## config.mk

```make
export PLATFORM = sky130hd
export DESIGN_NAME = energy_penalty_interpolator
export DESIGN_NICKNAME = d
export VERILOG_FILES = /design/src/rtl/epi_pkg.sv /design/src/rtl/energy_penalty_interpolator.sv /design/src/rtl/epi_interp.sv
export SDC_FILE = /design/constraint.sdc
export NUM_CORES = 1
export LEC_CHECK = 0
export CELL_PAD_IN_SITES_DETAIL_PLACEMENT = 2
export CELL_PAD_IN_SITES_GLOBAL_PLACEMENT = 2
export CORE_UTILIZATION = 44
export DETAILED_ROUTE_END_ITERATION = 10
export DONT_BUFFER_PORTS = 1
export GPL_TIMING_DRIVEN = 1
export PLACE_DENSITY = 0.94
export RECOVER_POWER = 50
export SETUP_SLACK_MARGIN = 0.4
export SLEW_MARGIN = 20
export SYNTH_ARGS = -nofsm -noshare
export SYNTH_HDL_FRONTEND = slang
export SYNTH_SLANG_ARGS = --single-unit
```

## constraint.sdc

```tcl
create_clock -name clock -period 15.5 [get_ports clock]
set_input_delay 3.1 -clock clock [delete_from_list [all_inputs] [get_ports clock]]
set_output_delay 3.1 -clock clock [all_outputs]
set_load 0.05 [all_outputs]
```

## src/rtl/epi_pkg.sv

```systemverilog
package epi_pkg;

   localparam int unsigned EnergyWidth  = 20;
   localparam int unsigned PenaltyWidth = 13;
   localparam int unsigned ScaleWidth   = 16;
   localparam int unsigned ProductWidth = EnergyWidth + ScaleWidth;
   localparam int unsigned NormShift    = 22;
   localparam int unsigned NormWidth    = ProductWidth - NormShift;
   localparam int unsigned FracBits     = 5;
   localparam int unsigned SegWidth     = 6;
   localparam int unsigned Segments     = 32;
   localparam int unsigned DiffWidth    = 9;
   localparam int unsigned CsrIndexWidth = 2;

   localparam logic [ScaleWidth-1:0]   EnergyScale = 16'd59652;
   localparam logic [FracBits-1:0]     FracMax     = 5'h1F;
   localparam logic [SegWidth-1:0]     SegLast     = 6'd31;
   localparam logic [PenaltyWidth-1:0] PenaltyMin  = 13'd1024;
   localparam logic [PenaltyWidth-1:0] PenaltyMax  = 13'd7566;

   localparam logic [CsrIndexWidth-1:0] CsrFullEnergy  = 2'd0;
   localparam logic [CsrIndexWidth-1:0] CsrEmptyEnergy = 2'd1;

   localparam logic [EnergyWidth-1:0] FullEnergyReset  = 20'd72000;
   localparam logic [EnergyWidth-1:0] EmptyEnergyReset = 20'd0;

   typedef logic [PenaltyWidth-1:0] penalty_rom_type [0:Segments];

   localparam penalty_rom_type PenaltyRom = '{
      13'd1024, 13'd1090, 13'd1161, 13'd1236, 13'd1316, 13'd1401, 13'd1491, 13'd1588,
      13'd1689, 13'd1799, 13'd1915, 13'd2038, 13'd2170, 13'd2311, 13'd2460, 13'd2620,
      13'd2783, 13'd2963, 13'd3154, 13'd3358, 13'd3575, 13'd3806, 13'd4052, 13'd4314,
      13'd4593, 13'd4890, 13'd5206, 13'd5543, 13'd5901, 13'd6283, 13'd6689, 13'd7122,
      13'd7566
   };

   typedef struct packed {
      logic                 valid;
      logic                 full;
      logic                 empty;
      logic [NormWidth-1:0] norm;
   } epi_norm_type;

endpackage

```

## src/rtl/energy_penalty_interpolator.sv

```systemverilog
// Energy penalty interpolator: maps a stored-energy reading to a penalty
// factor (1024 = one) by linear interpolation in a 33-entry table. A
// transaction is taken whenever start is high; busy is never raised, so one
// reading can be given every clock cycle. The result appears on rsp_penalty
// with rsp_valid high for exactly one cycle, after the registered stages of
// threshold compare, 20x16 multiply, table read and interpolation.
// Results cannot be held off and must be captured when rsp_valid is high.
// The user must write threshold registers through the csr_ port only while
// no transaction is in flight; the block itself does not enforce this.
module energy_penalty_interpolator (
   input  logic                                 clock,
   input  logic                                 reset,
   input  logic                                 start,
   output logic                                 busy,
   input  logic [epi_pkg::EnergyWidth-1:0]      req_energy_surplus,
   output logic                                 rsp_valid,
   output logic [epi_pkg::PenaltyWidth-1:0]     rsp_penalty,
   input  logic                                 csr_write_enable,
   input  logic [epi_pkg::CsrIndexWidth-1:0]    csr_index,
   input  logic [epi_pkg::EnergyWidth-1:0]      csr_write_data
);
   import epi_pkg::*;

   logic [EnergyWidth-1:0]  full_energy_ff;
   logic [EnergyWidth-1:0]  empty_energy_ff;

   logic                    s1_valid_ff;
   logic                    s1_full_ff, s1_full_in;
   logic                    s1_empty_ff, s1_empty_in;
   logic [EnergyWidth-1:0]  s1_consumed_ff, s1_consumed_in;

   logic [ProductWidth-1:0] product;
   epi_norm_type            s2_ff, s2_in;

   always_ff @(posedge clock) begin
      if (reset) begin
         full_energy_ff  <= FullEnergyReset;
         empty_energy_ff <= EmptyEnergyReset;
      end else if (csr_write_enable) begin
         case (csr_index)
            CsrFullEnergy:  full_energy_ff  <= csr_write_data;
            CsrEmptyEnergy: empty_energy_ff <= csr_write_data;
            default: ;
         endcase
      end
   end

   assign busy = 1'b0;

   // threshold compare and consumed energy
   always_comb begin
      s1_full_in     = req_energy_surplus >= full_energy_ff;
      s1_empty_in    = req_energy_surplus <= empty_energy_ff;
      s1_consumed_in = full_energy_ff - req_energy_surplus;
   end

   always_ff @(posedge clock) begin
      if (reset) begin
         s1_valid_ff <= 1'b0;
      end else begin
         s1_valid_ff <= start && !busy;
      end
      s1_full_ff     <= s1_full_in;
      s1_empty_ff    <= s1_empty_in;
      s1_consumed_ff <= s1_consumed_in;
   end

   // full-width scale, no wrap
   always_comb begin
      product     = ProductWidth'(s1_consumed_ff) * ProductWidth'(EnergyScale);
      s2_in.valid = s1_valid_ff;
      s2_in.full  = s1_full_ff;
      s2_in.empty = s1_empty_ff;
      s2_in.norm  = product[ProductWidth-1:NormShift];
   end

   always_ff @(posedge clock) begin
      if (reset) begin
         s2_ff.valid <= 1'b0;
      end else begin
         s2_ff.valid <= s2_in.valid;
      end
      s2_ff.full  <= s2_in.full;
      s2_ff.empty <= s2_in.empty;
      s2_ff.norm  <= s2_in.norm;
   end

   epi_interp u_interp (
      .clock       (clock),
      .reset       (reset),
      .norm_in     (s2_ff),
      .rsp_valid   (rsp_valid),
      .rsp_penalty (rsp_penalty)
   );

   a_latency: assert property (@(posedge clock) disable iff (reset)
      start |-> ##4 rsp_valid)
      else $error("transaction result did not appear after four cycles");

   a_no_phantom: assert property (@(posedge clock) disable iff (reset)
      s2_ff.valid |-> $past(start, 2))
      else $error("pipeline valid without an accepted transaction");

   a_penalty_range: assert property (@(posedge clock) disable iff (reset)
      rsp_valid |-> rsp_penalty >= PenaltyMin && rsp_penalty <= PenaltyMax)
      else $error("penalty outside table range");

endmodule

```

## src/rtl/epi_interp.sv

```systemverilog
module epi_interp (
   input  logic                               clock,
   input  logic                               reset,
   input  epi_pkg::epi_norm_type              norm_in,
   output logic                               rsp_valid,
   output logic [epi_pkg::PenaltyWidth-1:0]   rsp_penalty
);
   import epi_pkg::*;

   logic [NormWidth-FracBits-1:0] seg_raw;
   logic [SegWidth-1:0]           seg;
   logic [FracBits-1:0]           frac;
   logic [PenaltyWidth-1:0]       rom_lo;
   logic [PenaltyWidth-1:0]       rom_hi;

   logic                          s3_valid_ff, s3_valid_in;
   logic [PenaltyWidth-1:0]       s3_lo_ff, s3_lo_in;
   logic [DiffWidth-1:0]          s3_diff_ff, s3_diff_in;
   logic [FracBits-1:0]           s3_frac_ff, s3_frac_in;

   logic                          out_valid_ff;
   logic [PenaltyWidth-1:0]       out_penalty_ff, out_penalty_in;
   logic [DiffWidth+FracBits-1:0] step;

   // segment select with clamp past the table
   always_comb begin
      seg_raw = norm_in.norm[NormWidth-1:FracBits];
      if (seg_raw >= (NormWidth-FracBits)'(Segments)) begin
         seg  = SegLast;
         frac = FracMax;
      end else begin
         seg  = seg_raw[SegWidth-1:0];
         frac = norm_in.norm[FracBits-1:0];
      end
      rom_lo = PenaltyRom[seg];
      rom_hi = PenaltyRom[seg + SegWidth'(1)];
   end

   always_comb begin
      s3_valid_in = norm_in.valid;
      s3_frac_in  = frac;
      if (norm_in.full) begin
         s3_lo_in   = PenaltyMin;
         s3_diff_in = '0;
      end else if (norm_in.empty) begin
         s3_lo_in   = PenaltyMax;
         s3_diff_in = '0;
      end else begin
         s3_lo_in   = rom_lo;
         s3_diff_in = DiffWidth'(rom_hi - rom_lo);
      end
   end

   always_ff @(posedge clock) begin
      if (reset) begin
         s3_valid_ff <= 1'b0;
      end else begin
         s3_valid_ff <= s3_valid_in;
      end
      s3_lo_ff   <= s3_lo_in;
      s3_diff_ff <= s3_diff_in;
      s3_frac_ff <= s3_frac_in;
   end

   // linear step inside the segment
   always_comb begin
      step           = (DiffWidth+FracBits)'(s3_diff_ff) * (DiffWidth+FracBits)'(s3_frac_ff);
      out_penalty_in = s3_lo_ff + PenaltyWidth'(step >> FracBits);
   end

   always_ff @(posedge clock) begin
      if (reset) begin
         out_valid_ff <= 1'b0;
      end else begin
         out_valid_ff <= s3_valid_ff;
      end
      out_penalty_ff <= out_penalty_in;
   end

   assign rsp_valid   = out_valid_ff;
   assign rsp_penalty = out_penalty_ff;

   a_full_takes_min: assert property (@(posedge clock) disable iff (reset)
      norm_in.valid && norm_in.full |=> s3_lo_ff == PenaltyMin && s3_diff_ff == '0)
      else $error("full transaction did not select minimum penalty");

   a_empty_takes_max: assert property (@(posedge clock) disable iff (reset)
      norm_in.valid && !norm_in.full && norm_in.empty
      |=> s3_lo_ff == PenaltyMax && s3_diff_ff == '0)
      else $error("empty transaction did not select maximum penalty");

   a_valid_follows: assert property (@(posedge clock) disable iff (reset)
      s3_valid_ff |=> out_valid_ff)
      else $error("transaction lost between interpolation stages");

endmodule

```

Word-level counts from Yosys, hierarchy flattened
Memory sizes are Yosys's and may differ from the RTL's.
Index checks and enable logic that the tools add are counted.
{"block": "word_totals", "reg_bits": 122, "romBits": 1664, "inputBits": 46, "output_inout_bits": 15, "elab_cells": 43, "n_memories": 2}
{"block": "classes", "add_sub_neg": 4, "n_mul": 2, "order_cmp": 5, "n_eq_ne": 1, "muxes": 6, "n_bitwise": 2, "n_reduce_logical": 4}
{"memory": "(no name shown)", "depth": 64, "word_bits": 13, "read_ports": 1, "rd_clocked_by_memory_dff": 0, "wr": 0, "line_no": "epi_interp.sv:35", "text": "rom_lo = PenaltyRom[seg];"}
{"memory": "(no name shown)", "depth": 64, "word_bits": 13, "read_ports": 1, "rd_clocked_by_memory_dff": 0, "wr": 0, "line_no": "epi_interp.sv:36", "text": "rom_hi = PenaltyRom[seg + SegWidth'(1)];"}
{"op": "two-way mux 13 bit", "n": 3}
{"op": "multiplier 20 x 14 -> 34 bit (second input constant)", "n": 1}
{"op": "greater-or-equal comparator 20 bit", "n": 1}
{"op": "less-or-equal comparator 20 bit", "n": 1}
{"op": "subtractor 20 bit", "n": 1}
{"op": "two-way mux 9 bit", "n": 2}
{"op": "greater-or-equal comparator 7 bit (second input constant)", "n": 2}
{"op": "multiplier 9 x 5 -> 14 bit", "n": 1}
{"op": "inverter 6 -> 7 bit", "n": 2}
{"op": "adder 13 x 9 -> 13 bit", "n": 1}
{"op": "greater-or-equal comparator 9 x 6 -> 1 bit (second input constant)", "n": 1}
{"op": "subtractor 9 bit", "n": 1}
{"op": "adder 6 x 1 -> 6 bit (second input constant)", "n": 1}
{"op": "two-way mux 6 bit", "n": 1}
{"op": "AND reduction 2 bit", "n": 2}
{"op": "equality test 2 x 1 -> 1 bit (second input constant)", "n": 1}
{"op": "logical NOT 2 bit", "n": 1}
{"op": "OR reduction 2 bit", "n": 1}

Logic depth before layout (Yosys ltp)
Gate-level depths: netlist of run 1.
{"block": "depth", "word_depth": 8, "ltp_mapped": 21, "depth_no_buf": 21}

Cells and area by module
A second synthesis of run 1 with hierarchy kept.
{"block": "unflattened", "hier_cells": 1357, "hier_area_um2": 11623.6}
{"module": "energy_penalty_interpolator", "instances": 1, "cells_each": 795, "area_per_inst_um2": 7159.4, "seq_area_each_um2": 1601.5}
{"module": "epi_interp", "instances": 1, "cells_each": 562, "area_per_inst_um2": 4464.3, "seq_area_each_um2": 840.8}

Worst setup path after synthesis of run 1
No wires, ideal clock.
{"block": "synth_timing", "path_type": "input to register", "startpoint": "input req_energy_surplus[5] (netlist name)", "endpoint": "register s1_full_ff", "setup_ns": 0.101, "arrival_time_ns": 4.986, "required_time_ns": 15.399, "setup_slack_ns": 10.413, "stages": 9, "n_path_buf": 0, "path_cell_list": "inv_1 > ha_1 > a21o_1 > a2111oi_4 > a21oi_2 > a2111oi_4 > o21ai_2 > a221o_1 > o41ai_1"}
{"block": "synth_via", "elab_chain_len": 1}
{"element": "start, declared", "line_no": "energy_penalty_interpolator.sv:15", "text": "input logic [epi_pkg::EnergyWidth-1:0] req_energy_surplus,"}
{"element": "greater-or-equal comparator 20 bit", "line_no": "energy_penalty_interpolator.sv:52", "text": "s1_full_in = req_energy_surplus >= full_energy_ff;"}
{"element": "named net s1_full_in", "line_no": "energy_penalty_interpolator.sv:28", "text": "logic s1_full_ff, s1_full_in;"}
{"element": "end signal, assigned", "line_no": "energy_penalty_interpolator.sv:63", "text": "s1_full_ff <= s1_full_in;"}
{"element": "end, declared", "line_no": "energy_penalty_interpolator.sv:28"}
The timed path passes the listed nets, and every way through them passes these cells.
A chain may end at the register's enable or synchronous reset.

Worst setup path after layout of run 1
{"block": "layout_timing", "startpoint": "register s1_consumed_ff[4]", "endpoint": "register s2_ff[9] (netlist name)"}
{"block": "layout_via", "elab_chain_len": 1}
{"element": "start, declared", "line_no": "energy_penalty_interpolator.sv:30", "text": "logic [EnergyWidth-1:0] s1_consumed_ff, s1_consumed_in;"}
{"element": "start signal, assigned", "line_no": "energy_penalty_interpolator.sv:65", "text": "s1_consumed_ff <= s1_consumed_in;"}
{"element": "multiplier 20 x 14 -> 34 bit", "line_no": "energy_penalty_interpolator.sv:70", "text": "product = ProductWidth'(s1_consumed_ff) * ProductWidth'(EnergyScale);"}
{"element": "named net product[31]", "line_no": "energy_penalty_interpolator.sv:32", "text": "logic [ProductWidth-1:0] product;"}
{"element": "end, declared", "line_no": "energy_penalty_interpolator.sv:33", "text": "epi_norm_type s2_ff, s2_in;"}
The timed path passes the listed nets, and every way through them passes these cells.

==> results of run 1 <==
[synthesized netlist by cell type (6+ instances only)]
| master | count |
|---|---|
| mux2i_1 | 10 |
| a21o_1 | 30 |
| a31oi_1 | 6 |
| fa_1 | 80 |
| and3_1 | 7 |
| xor2_1 | 16 |
| ha_1 | 196 |
| nor3_1 | 18 |
| inv_1 | 159 |
| o31ai_1 | 6 |
| xnor2_1 | 37 |
| o211ai_1 | 13 |
| nand3_1 | 15 |
| nand2b_1 | 15 |
| o21a_1 | 10 |
| nor2b_1 | 16 |
| a21oi_1 | 112 |
| a211oi_1 | 15 |
| nand3b_1 | 9 |
| nand4_1 | 11 |
| clkbuf_1 | 39 |
| nand2_1 | 164 |
| o22ai_1 | 9 |
| dfxtp_1 | 122 |
| and2_1 | 35 |
| nor4_1 | 6 |
| nor2_1 | 65 |
| o21ai_0 | 56 |
[layer usage]
metal	track usage	vias to the layer above	share of wire	wire, µm
li1	-	4667	-	-
met1	0.454	5817	0.33	20500
met2	0.762	766	0.47	29200
met3	0.187	436	0.098	6160
met4	0.434	12	0.11	6760
met5	0.0122	-	0.0013	80
[state kept, by name, indices dropped and copies added (netlist names), 5 cells and up]
register              count
empty_energy_ff          20
full_energy_ff           20
s1_consumed_ff           20
s2_ff                    17
u_interp.rsp_penalty     13
u_interp.s3_lo_ff        13
u_interp.s3_diff_ff       9
u_interp.s3_frac_ff       5
[per-stage QoR]
step,std cells,utilization
detailed placement,1666,0.461
finish,1699,0.484
CTS,1698,0.484
global placement,1666,0.461
floorplan,1377,-
global route,1699,0.484
[worst paths after layout]
| path | start | endpoint | depth (start not counted) |
|---|---|---|---|
| min reg2reg | s1_empty_ff | s2_ff[14] | 0 |
| max | s1_consumed_ff[4] | s2_ff[9] | 18 |
| max reg2reg | s1_consumed_ff[4] | s2_ff[9] | 18 |
| min | s1_empty_ff | s2_ff[14] | 0 |
[cell families after synthesis]
family	Yosys count	synth area share
AO/OA/AOI/OAI	317	0.175
buffers and inverters	210	0.0684
flip-flops	122	0.206
other	1	0.000317
adder cells (fa/ha/maj)	276	0.342
multiplexers	12	0.0113
AND/OR/NAND/NOR	386	0.157
XOR/XNOR	53	0.0392
[worst register-to-register path, stage by stage (launching register included)]
cell	delay (ps)
dfxtp_1	500
inv_1	210
fa_1	560
inv_1	60
fa_1	830
fa_1	690
ha_1	400
ha_1	340
inv_1	250
fa_1	860
inv_1	150
ha_1	390
a21oi_1	500
o21ai_0	180
a221oi_1	610
o31a_1	400
nor2_1	100
a311o_1	370
xor2_1	220
[layout make-up]
| cell class | instances | share of cell area |
|---|---|---|
| inverters | 160 | 0.0474 |
| clock buffers | 18 | 0.0339 |
| multi-input cells | 1045 | 0.678 |
| diodes | 1 | 0.000197 |
| clock inverters | 14 | 0.0126 |
| repair buffers | 4 | 0.00207 |
| flip-flops and latches | 122 | 0.193 |
| well taps | 335 | 0.0331 |
==> impl_metrics.yaml, run 1 <==
die:
  die_area_mm2: 0.0276
  fp-row-count: 59
  start_util: 0.452
  die_y_um: 166
  core-area_mm2: 0.0262
  fp.dieW_um: 166
  ios: 61
global_route:
  grt_overflow_total: 0
  grt_pass1_vias: 13400
  grt_max_degree: 45
  track_usage: 0.467
  antenna_found_initial: 8
  grt_pass1_wl_um: 92600
synth:
  synth_area_leader_cell: "ha_1"
  synthDistinctLibCells: 76
  synthArstFlopShare: 0
  syn_inst: 1377
  synth_area_mm2: 0.0118
  synth-seq-cells: 122
  synth_ff_type: "dfxtp_1"
  synth_edf_count: 0
  ys_warn_count: 0
  synth-seq-area-share: 0.206
  synth.area.top_cells: "ha_1, dfxtp_1, fa_1, nand2_1, inv_1"
  syn_nets: 1699
  synth_top_area_share: 0.207
  avgSynthCellArea_um2: 8.60
timing:
  whs_ps: 347
  fmax_mhz: 130
  timing_hold_violations_final: 0
  drv_slew: 0
  fin_tns_setup_ps: 0
  worst_pin_slew_ps: 1390
  rsz0062_at_grt: "false"
  fin_crit_sh: 0.497
  slew_headroom: 0.0737
  setup_slack_ps: 7790
  setup_viol: 0
  skew_ps: 14.6
  fin_crit_ps: 7710
run:
  maxCapViolCount: 0
clocking:
  postCtsHoldBufs: 0
  cts.path.max_buffers: 2
  numCtsBuffers: 17
  post_cts_resized: 0
  tritoncts: "done"
  root_buffer: "clkbuf_16"
  clock_latency_ps: 470
  clkTransAtPathRegs_ps: 70
  numClockSinks: 122
  htreeDepth: 4
  cts_setup_buffers: 0
cells_and_area:
  drive_above_1_share: 0.0426
  final_area_mm2: 0.0127
  layout_commonest_cell: "ha_1"
  areaGrowthSynthToFinish_pct: 7.06
  fin_nets: 1672
  fill_cells: 2775
  layout_common_cells: "ha_1, nand2_1, inv_1"
  multi_input_comb_area_mm2: 0.00859
  seqCellArea_mm2: 0.00244
route:
  via_per_inst: 6.89
  wl_per_cell_um: 36.9
  drtIter0Drc: 970
  dr.pass1.iters: 11
  drc: 2
  via_count: 11700
  antenna_left: 0
  wl_um: 62700
critical_path:
  critPathRequiredTime_ps: 15870
  arrival_ps: 8070
  critPathLaunchType: "register"
  crit_fanout: 4
  critical_path_class: "reg -> reg"
  rrSetupSlack_ps: 7790
  cp_slowest_cell: "fa_1"
  critPathBufInv: 4
  path_cells: "inv_1 > fa_1 > inv_1 > fa_1 > fa_1 > ha_1 > ha_1 > inv_1 > fa_1 > inv_1 > ha_1 > a21oi_1 > o21ai_0 > a221oi_1 > o31a_1 > nor2_1 > a311o_1 > xor2_1"
  endpoint_kind: "register"
  slowest_delay_ps: 850
  critical_path.top_delay_family: "adder cells"
status:
  violations: "DRC"
  status: "finished with violations"
place:
  port_buffers: 0
  globalplace.congestion: 0.848
  pre_cts_ws_ps: 9470
  placed_cell_area_mm2: 0.0121
  dpl.hpwl_um: 37200
min_path:
  hp-class: "reg -> reg"
Power of run 1 is left out: the tool's default activity adds up to more than one toggle a clock period on the data nets, which glitch-free logic cannot reach.
==> inputs of run 2 (changes only) <==
- CORE_UTILIZATION: 44 -> 37
- PLACE_DENSITY: 0.94 -> 0.85
- clock period: 15.5 -> 6.9 ns (I/O delays scaled with it)
==> run 2 against run 1 <==
Effect of this change:
- maximum frequency grew 33%
- final area is 1.2% higher
- the run now ends clean
- flip-flop and latch count stayed put
- largest cell class unchanged
==> impl_metrics.yaml, run 2 (synthesis results as in run 1) <==
route:
  dr.pass1.iters: 4
  wl_um: 40400
  antenna_left: 0
  via_per_inst: 5.71
  drc: 0
  via_count: 10100
  drtIter0Drc: 503
  wl_per_cell_um: 22.9
timing:
  slew_headroom: 0.368
  fmax_mhz: 172
  fin_crit_sh: 0.841
  rsz0062_at_grt: "false"
  timing_hold_violations_final: 0
  worst_pin_slew_ps: 945
  fin_tns_setup_ps: 0
  setup_viol: 0
  fin_crit_ps: 5810
  drv_slew: 0
  skew_ps: 14.3
die:
  ios: 61
  die_area_mm2: 0.0327
  fp.dieW_um: 181
  fp-row-count: 65
  start_util: 0.376
  core-area_mm2: 0.0315
  die_y_um: 181
global_route:
  grt_max_degree: 45
  grt_pass1_wl_um: 64500
  antenna_found_initial: 0
  grt_pass1_vias: 11600
  track_usage: 0.256
  grt_overflow_total: 0
critical_path:
  crit_fanout: 6
  endpoint_kind: "register"
  r2r-start: "s1_consumed_ff[8]"
  rrSetupSlack_ps: 1090
  regToRegEndpoint: "s2_ff[9]"
  critPathLaunchType: "register"
  worstRegToRegCells: 18
  crit_path_end: "s2_ff[9]"
  critPathRequiredTime_ps: 7230
  arrival_ps: 6140
  crit_start: "s1_consumed_ff[8]"
  critical_path_class: "reg -> reg"
cells_and_area:
  diodes: 0
  areaGrowthSynthToFinish_pct: 8.31
  drive_above_1_share: 0.0454
  layout_common_cells: "ha_1, nand2_1, inv_1"
  fin_nets: 1674
  layout_commonest_cell: "ha_1"
  reg.largest.list: "empty_energy_ff x20, full_energy_ff x20, s1_consumed_ff x20"
  final_area_mm2: 0.0128
clocking:
  cts.path.max_buffers: 2
  numCtsBuffers: 17
  htreeDepth: 4
  postCtsHoldBufs: 0
  post_cts_resized: 0
  numClockSinks: 122
  cts_setup_buffers: 0
  clkTransAtPathRegs_ps: 60
  tritoncts: "done"
  root_buffer: "clkbuf_16"
  clock_latency_ps: 460
place:
  dpl.hpwl_um: 29200
  globalplace.congestion: 0.870
  port_buffers: 0
  placed_cell_area_mm2: 0.0122
status:
  status: "complete, no violations"
min_path:
  hp-class: "reg -> reg"
run:
  maxCapViolCount: 0
## run 2: cell types whose count changed in the layout (fill, tap and decap cells not counted), sizes merged
cell / previous run / this run
buf: 3 / 5
bufinv: 2 / 4
clkbuf: 19 / 20
clkinv: 2 / 3
diode: 1 / 0
inv: 167 / 163
## run 2: worst min-delay path by stage
stage / start / to / slack (ps) / cells past startpoint
3_3_place_gp: s1_empty_ff / s2_ff[14] / 320 / 0
4_1_cts: s1_empty_ff / s2_ff[14] / 340 / 0
6_report: s1_empty_ff / s2_ff[14] / 340 / 0
3_5_place_dp: s1_empty_ff / s2_ff[14] / 320 / 0
5_1_grt: s1_empty_ff / s2_ff[14] / 350 / 0
2_1_floorplan: s1_empty_ff / s2_ff[14] / 310 / 0
## run 2: critical path: stages (launching register included)
cell and delay, ps:
dfxtp_1 650, fa_1 530, inv_1 120, fa_1 480, inv_1 130, fa_1 440, ha_1 320, ha_1 280
inv_1 50, fa_1 500, inv_1 50, ha_1 350, and3_1 230, and2_1 190, a221oi_1 390, o31a_1 330
nor2_1 100, a311o_1 390, xor2_1 150
## run 2: routing by layer
| metal | GRT usage | wire length (µm) |
|---|---|---|
| met1 | 0.275 | 15900 |
| met5 | 0.00889 | 0 |
| met3 | 0.0443 | 1210 |
| met2 | 0.482 | 21700 |
| met4 | 0.121 | 1620 |
## run 2: metrics by stage
| step | utilization | instances | hold slack, ps | setup slack, ps |
|---|---|---|---|---|
| after CTS | 0.407 | 1767 | 343 | 1110 |
| after detailed placement | 0.387 | 1735 | 324 | 1230 |
| final | 0.407 | 1767 | 337 | 1090 |
| after global placement | 0.387 | 1735 | 316 | 1570 |
| after floorplan | - | 1377 | 310 | 1860 |
| after global routing | 0.407 | 1767 | 346 | 824 |
## run 2: area by class of cell
type | count | area [µm²]
Fill cell | 3489 | 18700
Timing Repair Buffer | 6 | 41.3
Sequential cell | 122 | 2440
Multi-Input combinational cell | 1045 | 8600
Clock inverter | 13 | 191
Inverter | 160 | 601
Clock buffer | 19 | 443
Tap cell | 402 | 503
Power of run 2 is left out for the same reason.
==> inputs of run 3 (changes only) <==
- CORE_UTILIZATION: 37 -> 41
- PLACE_DENSITY: 0.85 -> 0.89
- clock period: 6.9 -> 6.1 ns (I/O delays scaled with it)
==> run 3 against run 2 <==
Effect of this change:
- first-iteration DRC count is 33% higher
- clock skew shrank 3.3 ps
- via count grew 8.3%
- critical endpoint unchanged
==> impl_metrics.yaml, run 3 (synthesis results as in run 1) <==
route:
  drtIter0Drc: 669
  dr.pass1.iters: 5
  via_count: 10900
  wl_per_cell_um: 29.7
  drc: 0
  wl_um: 52200
  via_per_inst: 6.23
  antenna_left: 0
cells_and_area:
  diodes: 0
  layout_common_cells: "ha_1, nand2_1, inv_1"
  layout_commonest_cell: "ha_1"
  fin_nets: 1686
  areaGrowthSynthToFinish_pct: 9.40
  drive_above_1_share: 0.0842
  reg.largest.list: "empty_energy_ff x20, full_energy_ff x20, s1_consumed_ff x20"
timing:
  timing_hold_violations_final: 0
  fin_crit_ps: 5720
  fmax_mhz: 175
  setup_viol: 0
  drv_slew: 0
  skew_ps: 11.0
  rsz0062_at_grt: "true"
  fin_tns_setup_ps: 0
  fin_crit_sh: 0.937
  worst_pin_slew_ps: 1080
  slew_headroom: 0.277
die:
  ios: 61
  die_y_um: 172
  start_util: 0.421
  die_area_mm2: 0.0296
  fp.dieW_um: 172
  fp-row-count: 61
  core-area_mm2: 0.0281
min_path:
  hp-class: "reg -> reg"
  hp-start: "s1_empty_ff"
global_route:
  track_usage: 0.362
  grt_overflow_total: 0
  antenna_found_initial: 1
  grt_pass1_wl_um: 78700
  grt_max_degree: 45
  grt_pass1_vias: 12700
critical_path:
  endpoint_kind: "register"
  arrival_ps: 6050
  critPathLaunchType: "register"
  critPathRequiredTime_ps: 6430
  crit_fanout: 4
  r2r-start: "s1_consumed_ff[2]"
  crit_start: "s1_consumed_ff[2]"
  critical_path_class: "reg -> reg"
place:
  globalplace.congestion: 0.873
  dpl.hpwl_um: 32900
  port_buffers: 0
clocking:
  postCtsHoldBufs: 0
  clkTransAtPathRegs_ps: 70
  htreeDepth: 4
  numClockSinks: 122
  numCtsBuffers: 17
  cts.path.max_buffers: 2
  root_buffer: "clkbuf_16"
  tritoncts: "done"
  clock_latency_ps: 450
run:
  maxCapViolCount: 0
status:
  status: "complete, no violations"
run 3: cell count changes in the layout (fill, tap and decap cells not counted), sizes merged:
cell,before,now
buf,5,17
clkbuf,20,19
clkinvlp,3,5
inv,163,165
bufinv,4,0
clkinv,3,4
run 3: path summary, 6_finish.rpt:
kind                     to  cells past startpoint  slack, ps
setup reg to reg   s2_ff[9]                     18        380
hold / removal    s2_ff[14]                      0        340
hold reg to reg   s2_ff[14]                      0        340
setup / recovery   s2_ff[9]                     18        380
run 3: timing repair:
action | CTS | global route
buffers inserted | 2 | 4
endpoints found under the setup margin | 13 | 18
gates resized for setup | 17 | 33
pin swaps | 2 | 9
run 3: final cells by class:
cell class	count	area (µm²)
timing repair buffer	18	131
clock buffer	18	439
inverter	160	604
tap	378	473
fill	3098	15100
clock inverter	14	115
multi-input combinational	1045	8730
sequential	122	2460
run 3: layer usage:
metal / up-vias / wire, µm / track usage
met5: - / 13 / 0
met4: 2 / 3760 / 0.267
li1: 4688 / - / -
met3: 237 / 2460 / 0.0883
met2: 471 / 27300 / 0.648
met1: 5533 / 18600 / 0.365
run 3: metrics by stage:
step	utilization	cell area (µm²)	worst slack [ps]	hold WS, ps	instances
floorplan	-	11800	1060	310	1377
global placement	0.435	12200	829	311	1717
detailed placement	0.435	12200	334	327	1717
CTS	0.457	12800	408	350	1751
global route	0.461	12900	276	352	1755
finish	0.461	12900	382	345	1755
run 3: critical path, stage by stage, from the launching register on:
cell and delay, ps:
dfxtp_2 390, inv_2 100, fa_2 700, inv_1 130, fa_2 670, fa_2 540
ha_4 300, ha_1 170, inv_1 100, fa_2 470, inv_1 130, ha_1 310
a21oi_1 280, o21ai_2 120, a221oi_2 270, o31a_1 310, nor2_1 80, a311o_1 370
xor2_1 140
Power of run 3 is left out for the same reason.
